===== config.mk =====
export PLATFORM = sky130hd
export DESIGN_NAME = sha1_message_digest_core
export DESIGN_NICKNAME = d
export VERILOG_FILES = /design/src/rtl/core/sha1md_pkg.sv /design/src/rtl/core/sha1_message_digest_core.sv /design/src/rtl/core/sha1md_sched.sv /design/src/rtl/core/sha1md_round.sv
export VERILOG_INCLUDE_DIRS = /design/src /design/src/rtl/core
export SDC_FILE = /design/constraint.sdc
export NUM_CORES = 2
export LEC_CHECK = 0
export BUFFER_PORTS_ARGS = -buffer_cell sky130_fd_sc_hd__buf_4
export CORE_MARGIN = 2
export CORE_UTILIZATION = 64
export CTS_CLUSTER_DIAMETER = 50
export DETAILED_ROUTE_END_ITERATION = 8
export PLACE_DENSITY_LB_ADDON = 0.08
export SYNTH_ARGS = -nofsm -noshare
export SYNTH_HDL_FRONTEND = slang
export SYNTH_SLANG_ARGS = --single-unit

===== constraint.sdc =====
create_clock -name clk -period 9.9 [get_ports clk]
set_input_delay 1.485 -clock clk [delete_from_list [all_inputs] [get_ports clk]]
set_output_delay 1.485 -clock clk [all_outputs]
set_load 0.05 [all_outputs]

===== src/rtl/core/sha1_message_digest_core_assert.svh =====
// Assertion macros for the SHA-1 message digest core.
// Used by the top level; expects clk and rst_n in scope.
`ifndef SHA1_MESSAGE_DIGEST_CORE_ASSERT_SVH
`define SHA1_MESSAGE_DIGEST_CORE_ASSERT_SVH
`ifndef SYNTHESIS
// lbl: label, prop: property expression checked at every clock edge
`define SHA1MD_ASSERT(lbl, prop) \
    lbl: assert property (@(posedge clk) disable iff (!rst_n) (prop)) \
        else $error("sha1md: check failed");
// ante holds in one cycle, cons must hold in the next
`define SHA1MD_ASSERT_NEXT(lbl, ante, cons) \
    lbl: assert property (@(posedge clk) disable iff (!rst_n) (ante) |=> (cons)) \
        else $error("sha1md: sequence check failed");
`else
`define SHA1MD_ASSERT(lbl, prop)
`define SHA1MD_ASSERT_NEXT(lbl, ante, cons)
`endif
`endif


===== src/rtl/core/sha1md_pkg.sv =====
// Shared types, constants and helper functions of the SHA-1 digest core.
// No dependencies.
package sha1md_pkg;

    localparam int NumWords = 5;
    localparam int Rounds   = 80;
    localparam int BlkBytes = 64;

    typedef logic [31:0] word_t;
    typedef logic [5:0]  bpos_t;
    typedef logic [6:0]  round_t;

    localparam bpos_t  LAST_POS   = bpos_t'(BlkBytes - 1);
    localparam bpos_t  LEN_POS    = 6'd56;
    localparam round_t LAST_ROUND = round_t'(Rounds - 1);
    localparam logic [7:0] PAD_BYTE = 8'h80;

    typedef enum logic [1:0] {
        PH_CH,
        PH_PAR1,
        PH_MAJ,
        PH_PAR2
    } phase_t;

    typedef struct packed {
        word_t a;
        word_t b;
        word_t c;
        word_t d;
        word_t e;
    } work_t;

    // Control from the sequencer to the block buffer / schedule
    typedef struct packed {
        logic       wr_en;
        bpos_t      wr_pos;
        logic [7:0] wr_byte;
        logic       shift_en;
        logic       expand;
    } sched_ctl_t;

    function automatic word_t iv_word(input logic [2:0] idx);
        word_t w;
        case (idx)
            3'd0:    w = 32'h67452301;
            3'd1:    w = 32'hEFCDAB89;
            3'd2:    w = 32'h98BADCFE;
            3'd3:    w = 32'h10325476;
            default: w = 32'hC3D2E1F0;
        endcase
        return w;
    endfunction

    function automatic word_t round_k(input phase_t ph);
        word_t k;
        unique case (ph)
            PH_CH:   k = 32'h5A827999;
            PH_PAR1: k = 32'h6ED9EBA1;
            PH_MAJ:  k = 32'h8F1BBCDC;
            default: k = 32'hCA62C1D6;
        endcase
        return k;
    endfunction

endpackage


===== src/rtl/core/sha1_message_digest_core.sv =====
// SHA-1 digest core, one message byte per request, five digest words out.
// A byte request writes the byte into the block buffer; the 64th byte of a block
// also starts a compression (80 rounds on the shared round unit, then a fold into
// the chaining words). End of message: padding bytes plus one or two compressions,
// then five result words. Requests are taken only while idle; one request at a time.
// Reset (rst_n, asynchronous): idle, chaining words at the initial values, count zero.
module sha1_message_digest_core
    import sha1md_pkg::*;
(
    input  logic        clk,
    input  logic        rst_n,
    input  logic        in_valid,
    output logic        in_ready,
    input  logic [7:0]  data_byte,
    input  logic        byte_present,
    input  logic        message_end,
    output logic        out_valid,
    input  logic        out_ready,
    output logic [31:0] digest_word,
    output logic [2:0]  word_index,
    output logic        last_word
);

`include "sha1_message_digest_core_assert.svh"

    typedef enum logic [2:0] {
        S_IDLE,
        S_ROUND,
        S_ADD,
        S_PAD,
        S_OUT
    } state_t;

    state_t        state_reg, state_next;
    round_t        round_reg, round_next;
    work_t         work_reg, work_next;
    word_t         chain_reg [NumWords];
    word_t         chain_next [NumWords];
    logic [60:0]   count_reg, count_next;
    bpos_t         pad_pos_reg, pad_pos_next;
    logic          pad_first_reg, pad_first_next;
    logic          len_blk_reg, len_blk_next;
    logic          pad_active_reg, pad_active_next;
    logic          end_pend_reg, end_pend_next;
    logic [2:0]    idx_reg, idx_next;

    sched_ctl_t    sched_ctl;
    word_t         wt;
    work_t         round_out;
    work_t         chain_work;
    phase_t        phase;
    logic [63:0]   bit_len;
    logic [7:0]    len_byte;
    logic [7:0]    pad_byte;
    bpos_t         start_pos;

    sha1md_sched u_sched (
        .clk (clk),
        .ctl (sched_ctl),
        .wt  (wt)
    );

    sha1md_round u_round (
        .cur   (work_reg),
        .phase (phase),
        .wt    (wt),
        .nxt   (round_out)
    );

    always_comb
    begin
        if (round_reg < 7'd20)
            phase = PH_CH;
        else if (round_reg < 7'd40)
            phase = PH_PAR1;
        else if (round_reg < 7'd60)
            phase = PH_MAJ;
        else
            phase = PH_PAR2;

        chain_work = {chain_reg[0], chain_reg[1], chain_reg[2], chain_reg[3], chain_reg[4]};
        bit_len    = {count_reg, 3'b000};
        len_byte   = bit_len[{~pad_pos_reg[2:0], 3'b000} +: 8];

        // 0x80 first, zero fill, bit length in the last eight bytes of the final block
        if (pad_first_reg)
            pad_byte = PAD_BYTE;
        else if (len_blk_reg && pad_pos_reg >= LEN_POS)
            pad_byte = len_byte;
        else
            pad_byte = 8'h00;

        start_pos = count_reg[5:0] + bpos_t'(byte_present);

        sched_ctl.shift_en = (state_reg == S_ROUND);
        sched_ctl.expand   = (round_reg[6:4] != 3'd0);
        sched_ctl.wr_en    = (state_reg == S_PAD) ||
                             (state_reg == S_IDLE && in_valid && byte_present);
        sched_ctl.wr_pos   = (state_reg == S_PAD) ? pad_pos_reg : count_reg[5:0];
        sched_ctl.wr_byte  = (state_reg == S_PAD) ? pad_byte : data_byte;
    end

    always_comb
    begin
        state_next      = state_reg;
        round_next      = round_reg;
        work_next       = work_reg;
        chain_next      = chain_reg;
        count_next      = count_reg;
        pad_pos_next    = pad_pos_reg;
        pad_first_next  = pad_first_reg;
        len_blk_next    = len_blk_reg;
        pad_active_next = pad_active_reg;
        end_pend_next   = end_pend_reg;
        idx_next        = idx_reg;

        unique case (state_reg)
            S_IDLE:
            begin
                if (in_valid)
                begin
                    if (byte_present)
                        count_next = count_reg + 61'd1;
                    if (byte_present && count_reg[5:0] == LAST_POS)
                    begin
                        // block full: compress, remember a pending end
                        state_next      = S_ROUND;
                        round_next      = '0;
                        work_next       = chain_work;
                        end_pend_next   = message_end;
                        pad_active_next = 1'b0;
                    end
                    else if (message_end)
                    begin
                        state_next      = S_PAD;
                        pad_pos_next    = start_pos;
                        pad_first_next  = 1'b1;
                        len_blk_next    = (start_pos < LEN_POS);
                        pad_active_next = 1'b1;
                    end
                end
            end
            S_ROUND:
            begin
                work_next  = round_out;
                round_next = round_reg + 7'd1;
                if (round_reg == LAST_ROUND)
                    state_next = S_ADD;
            end
            S_ADD:
            begin
                chain_next[0] = chain_reg[0] + work_reg.a;
                chain_next[1] = chain_reg[1] + work_reg.b;
                chain_next[2] = chain_reg[2] + work_reg.c;
                chain_next[3] = chain_reg[3] + work_reg.d;
                chain_next[4] = chain_reg[4] + work_reg.e;
                if (pad_active_reg)
                begin
                    if (len_blk_reg)
                    begin
                        state_next = S_OUT;
                        idx_next   = '0;
                    end
                    else
                    begin
                        // padding spilled over: one more block carries the length
                        state_next   = S_PAD;
                        len_blk_next = 1'b1;
                        pad_pos_next = '0;
                    end
                end
                else if (end_pend_reg)
                begin
                    state_next      = S_PAD;
                    pad_pos_next    = '0;
                    pad_first_next  = 1'b1;
                    len_blk_next    = 1'b1;
                    pad_active_next = 1'b1;
                    end_pend_next   = 1'b0;
                end
                else
                begin
                    state_next = S_IDLE;
                end
            end
            S_PAD:
            begin
                pad_first_next = 1'b0;
                pad_pos_next   = pad_pos_reg + 6'd1;
                if (pad_pos_reg == LAST_POS)
                begin
                    state_next = S_ROUND;
                    round_next = '0;
                    work_next  = chain_work;
                end
            end
            S_OUT:
            begin
                if (out_ready)
                begin
                    if (idx_reg == 3'(NumWords - 1))
                    begin
                        // restart for the next message
                        for (int i = 0; i < NumWords; i++)
                        begin
                            chain_next[i] = iv_word(3'(i));
                        end
                        count_next      = '0;
                        pad_active_next = 1'b0;
                        state_next      = S_IDLE;
                    end
                    else
                    begin
                        idx_next = idx_reg + 3'd1;
                    end
                end
            end
            default:
            begin
                state_next = S_IDLE;
            end
        endcase
    end

    always_ff @(posedge clk or negedge rst_n)
    begin
        if (!rst_n)
        begin
            state_reg      <= S_IDLE;
            round_reg      <= '0;
            work_reg       <= '0;
            for (int i = 0; i < NumWords; i++)
            begin
                chain_reg[i] <= iv_word(3'(i));
            end
            count_reg      <= '0;
            pad_pos_reg    <= '0;
            pad_first_reg  <= 1'b0;
            len_blk_reg    <= 1'b0;
            pad_active_reg <= 1'b0;
            end_pend_reg   <= 1'b0;
            idx_reg        <= '0;
        end
        else
        begin
            state_reg      <= state_next;
            round_reg      <= round_next;
            work_reg       <= work_next;
            chain_reg      <= chain_next;
            count_reg      <= count_next;
            pad_pos_reg    <= pad_pos_next;
            pad_first_reg  <= pad_first_next;
            len_blk_reg    <= len_blk_next;
            pad_active_reg <= pad_active_next;
            end_pend_reg   <= end_pend_next;
            idx_reg        <= idx_next;
        end
    end

    assign in_ready    = (state_reg == S_IDLE);
    assign out_valid   = (state_reg == S_OUT);
    assign digest_word = chain_reg[idx_reg];
    assign word_index  = idx_reg;
    assign last_word   = (idx_reg == 3'(NumWords - 1));

    `SHA1MD_ASSERT(a_ready_excl, !(in_ready && out_valid))
    `SHA1MD_ASSERT(a_round_range, state_reg != S_ROUND || round_reg <= LAST_ROUND)
    `SHA1MD_ASSERT(a_index_range, !out_valid || word_index <= 3'(NumWords - 1))
    `SHA1MD_ASSERT_NEXT(a_done_idle, out_valid && out_ready && last_word, in_ready)

endmodule


===== src/rtl/core/sha1md_sched.sv =====
// Block buffer and message schedule: sixteen words written byte by byte,
// then rotated and expanded one word per round. Depends on sha1md_pkg.
module sha1md_sched
    import sha1md_pkg::*;
(
    input  logic       clk,
    input  sched_ctl_t ctl,
    output word_t      wt
);

    word_t      w_reg [16];
    word_t      mix;
    word_t      expanded;
    logic [4:0] lane_sh;

    always_comb
    begin
        mix      = w_reg[13] ^ w_reg[8] ^ w_reg[2] ^ w_reg[0];
        expanded = {mix[30:0], mix[31]};
        wt       = ctl.expand ? expanded : w_reg[0];
        // big-endian: byte 0 of a word lands in bits 31:24
        lane_sh  = {~ctl.wr_pos[1:0], 3'b000};
    end

    always_ff @(posedge clk)
    begin
        if (ctl.shift_en)
        begin
            for (int i = 0; i < 15; i++)
            begin
                w_reg[i] <= w_reg[i + 1];
            end
            w_reg[15] <= wt;
        end
        else if (ctl.wr_en)
        begin
            w_reg[ctl.wr_pos[5:2]][lane_sh +: 8] <= ctl.wr_byte;
        end
    end

endmodule


===== src/rtl/core/sha1md_round.sv =====
// One SHA-1 round: boolean function, constant and five-operand add.
// Depends on sha1md_pkg.
module sha1md_round
    import sha1md_pkg::*;
(
    input  work_t  cur,
    input  phase_t phase,
    input  word_t  wt,
    output work_t  nxt
);

    word_t f;
    word_t t_sum;

    always_comb
    begin
        case (phase) inside
            PH_CH:            f = (cur.b & cur.c) | (~cur.b & cur.d);
            PH_PAR1, PH_PAR2: f = cur.b ^ cur.c ^ cur.d;
            default:          f = (cur.b & cur.c) | (cur.b & cur.d) | (cur.c & cur.d);
        endcase
        t_sum = {cur.a[26:0], cur.a[31:27]} + f + cur.e + round_k(phase) + wt;
        nxt.a = t_sum;
        nxt.b = cur.a;
        nxt.c = {cur.b[1:0], cur.b[31:2]};
        nxt.d = cur.c;
        nxt.e = cur.d;
    end

endmodule


==> results.yml <==
timing:
  fin_ws_ns: 3.02
  maxSlewViolCount: 1
  rsz0062_at_grt: "no"
  worstMarginPinSlew_ns: 1.49
  skew_ns: 0.0459
  period_minus_slack_ns: 6.88
  fin_setup_tns_ns: 0
  fmax_ghz: 0.145
  maxSlewHeadroom: -0.000721
  setup_viol: 0
  period_share: 0.695
  hold_viol_final: 0
  whs_ns: 0.512
synthesis:
  synth_area_per_cell_um2: 9.48
  syn-num-nets: 6112
  synthArstFlopShare: 0.441
  netlist_area_mm2: 0.0546
  synth_area_leaders: "edfxtp_1 28%, dfrtp_1 15%, nand2_1 8.3%, o21ai_0 7.2%, ha_1 5.0%"
  synth_cell_types: 87
  synth_edf_count: 512
  ys_seq_area_frac: 0.469
  ys.flop_type: "edfxtp_1"
  syn_inst: 5760
  synth_top_cell_area_share: 0.282
  ys_seq_elements: 916
  yosysTopAreaCell: "edfxtp_1"
  ys_warn_count: 0
cells_and_area:
  seqCellArea_mm2: 0.0256
  multiInputGateArea_mm2: 0.0271
  layout_commonest_cell: "nand2_1"
  layout_common_cells: "1199 x nand2_1, 784 x o21ai_0, 512 x edfxtp_1, 368 x nor2_1, 322 x dfrtp_1"
  final_nets: 5999
  area_growth_pct: 8.71
  final_layout_size_suffix_gt1_frac: 0.0780
  nFillCells: 6665
  fin_cells: 6891
  largest_register_ffs: 512
global_routing:
  grt_pass1_wl_um: 245000
  grt_pass1_vias: 41600
  antenna_found_initial: 2
  grt_max_degree: 152
  grt-ovfl-total: 0
  track_usage: 0.365
drt:
  drtAntennaViolNets: 0
  wl_um: 160000
  via_count: 44000
  viasPerCell: 6.39
  drt_iter0_drc: 4729
  dr.pass1.iters: 6
  drc_errors: 0
  wl_per_cell_um: 23.2
critical_path:
  slowest_delay_ns: 0.65
  path_delay_family: "compound AO/OA/AOI/OAI gates"
  path_buf_inv: 4
  slowest_stage: "a211oi_1"
  crit_arrival_ns: 7.41
  worst_setup_path_end_kind: "register"
  cp-start-kind: "register"
  crit_fanout: 54
  worstPathRequired_ns: 10.43
  crit_chain: "inv_1, maj3_1, a221oi_4, buf_4, inv_1, fa_1, inv_1, fa_1, fa_1, ha_1, nand2b_1, a21oi_1, o21ai_0, a21o_1, o21ai_1, a211oi_1, o21ai_0, a31oi_1, mux2i_1, o211ai_1"
  worstSetupPathType: "reg2reg"
floorplanning:
  io_pins: 52
  die_h_um: 296
  die-width_um: 296
  core_region_area_mm2: 0.0849
  start_util: 0.643
  rows: 107
  die-area_mm2: 0.0876
cts:
  clockBufferDepth: 3
  cts_tree: "yes"
  cts-root-buf: "clkbuf_16"
  postCtsSetupBuffers: 0
  cts.sink_count: 916
  clk_latency_ns: 0.72
  cts_buffers: 114
  htreeDepth: 3
  clk_pin_slew_ns: 0.05
  hold_buffers: 0
  cts_resized: 0
status:
  status: "finished with violations"
  violations: "max-capacitance violations, max-slew violations"
min_path:
  hold_class: "reg2reg"
place:
  gp_congestion: 0.985
  portBuffers: 51
  dp_hpwl_um: 112000
  dpl.cell_count: 6675
  place_ws_ns: 3.19
job:
  maxCapViolations: 2
-- metal layers --
| metal | share of wire | vias to the layer above | GRT usage |
|---|---|---|---|
| li1 | - | 20100 | - |
| met2 | 0.45 | 2024 | 0.563 |
| met1 | 0.42 | 21500 | 0.516 |
| met5 | 0 | - | 0 |
| met3 | 0.095 | 342 | 0.0717 |
| met4 | 0.038 | 0 | 0.137 |
-- synthesized netlist by cell type, types with 8 or more instances --
cell type / instances
nand4_1: 22
a22oi_1: 12
or2_2: 8
o21ai_0: 784
xnor2_1: 190
edfxtp_1: 512
and4_1: 10
o211ai_1: 20
nand2_1: 1200
dfrtp_1: 324
buf_2: 26
and2_1: 15
a21o_1: 96
xor2_1: 117
inv_1: 192
a221oi_1: 11
or3_1: 22
mux2i_1: 51
nand3_1: 104
nor2b_1: 51
mux4_2: 45
a21oi_1: 267
buf_1: 21
o31ai_1: 14
a211oi_1: 59
clkbuf_1: 266
o21bai_1: 20
ha_1: 219
o21ai_1: 30
dfstp_2: 80
o21a_1: 24
fa_1: 119
nand2b_1: 40
nor2_1: 372
nor3_1: 73
a31oi_1: 167
and3_1: 40
-- metrics by stage --
stage                util  instance area, um2
global placement    0.654               55500
detailed placement  0.654               55500
CTS                 0.699               59300
global route        0.699               59300
floorplan               -               54600
finish              0.699               59300
-- worst reg2reg max path, stage by stage (launching register included) --
cell      delay (ns)
dfrtp_1         0.50
inv_1           0.07
maj3_1          0.38
a221oi_4        0.60
buf_4           0.61
inv_1           0.24
fa_1            0.54
inv_1           0.05
fa_1            0.51
fa_1            0.45
ha_1            0.35
nand2b_1        0.12
a21oi_1         0.11
o21ai_0         0.41
a21o_1          0.23
o21ai_1         0.17
a211oi_1        0.66
o21ai_0         0.21
a31oi_1         0.23
mux2i_1         0.20
o211ai_1        0.10
-- cells by family (layout without fill, tap and decap cells) --
group	Yosys count	in the layout	share of synthesized area
AO/OA/AOI/OAI	1595	1595	0.169
buffers and inverters	507	493	0.0355
XOR/XNOR	307	307	0.0493
adder cells (fa/ha/maj)	339	339	0.0940
flip-flops	916	916	0.469
other	0	1	0
multiplexers	102	102	0.0292
AND/OR/NAND/NOR	1994	1994	0.154
-- worst paths after layout --
path	start	end	slack, ns	cells after the start
max in group asynchronous	rst_n	count_reg[41]	7.11	3
max	round_reg[5]	work_reg[157]	3.02	20
min in group asynchronous	rst_n	chain_reg[0]	0.81	1
min	chain_reg[74]	work_reg[74]	0.51	2
min reg2reg	chain_reg[74]	work_reg[74]	0.51	2
max reg2reg	round_reg[5]	work_reg[157]	3.02	20
-- final cells by class --
type                       count  share of cell area
clock buffer                 129              0.0501
tap                         1144              0.0241
clock inverter                86              0.0139
timing repair buffer          85              0.0111
sequential                   916               0.431
inverter                     193              0.0122
antenna                        1           0.0000422
multi-input combinational   4337               0.457
Power is left out: the tool's default activity adds up to more than one toggle a clock period on the data nets, which glitch-free logic cannot reach.
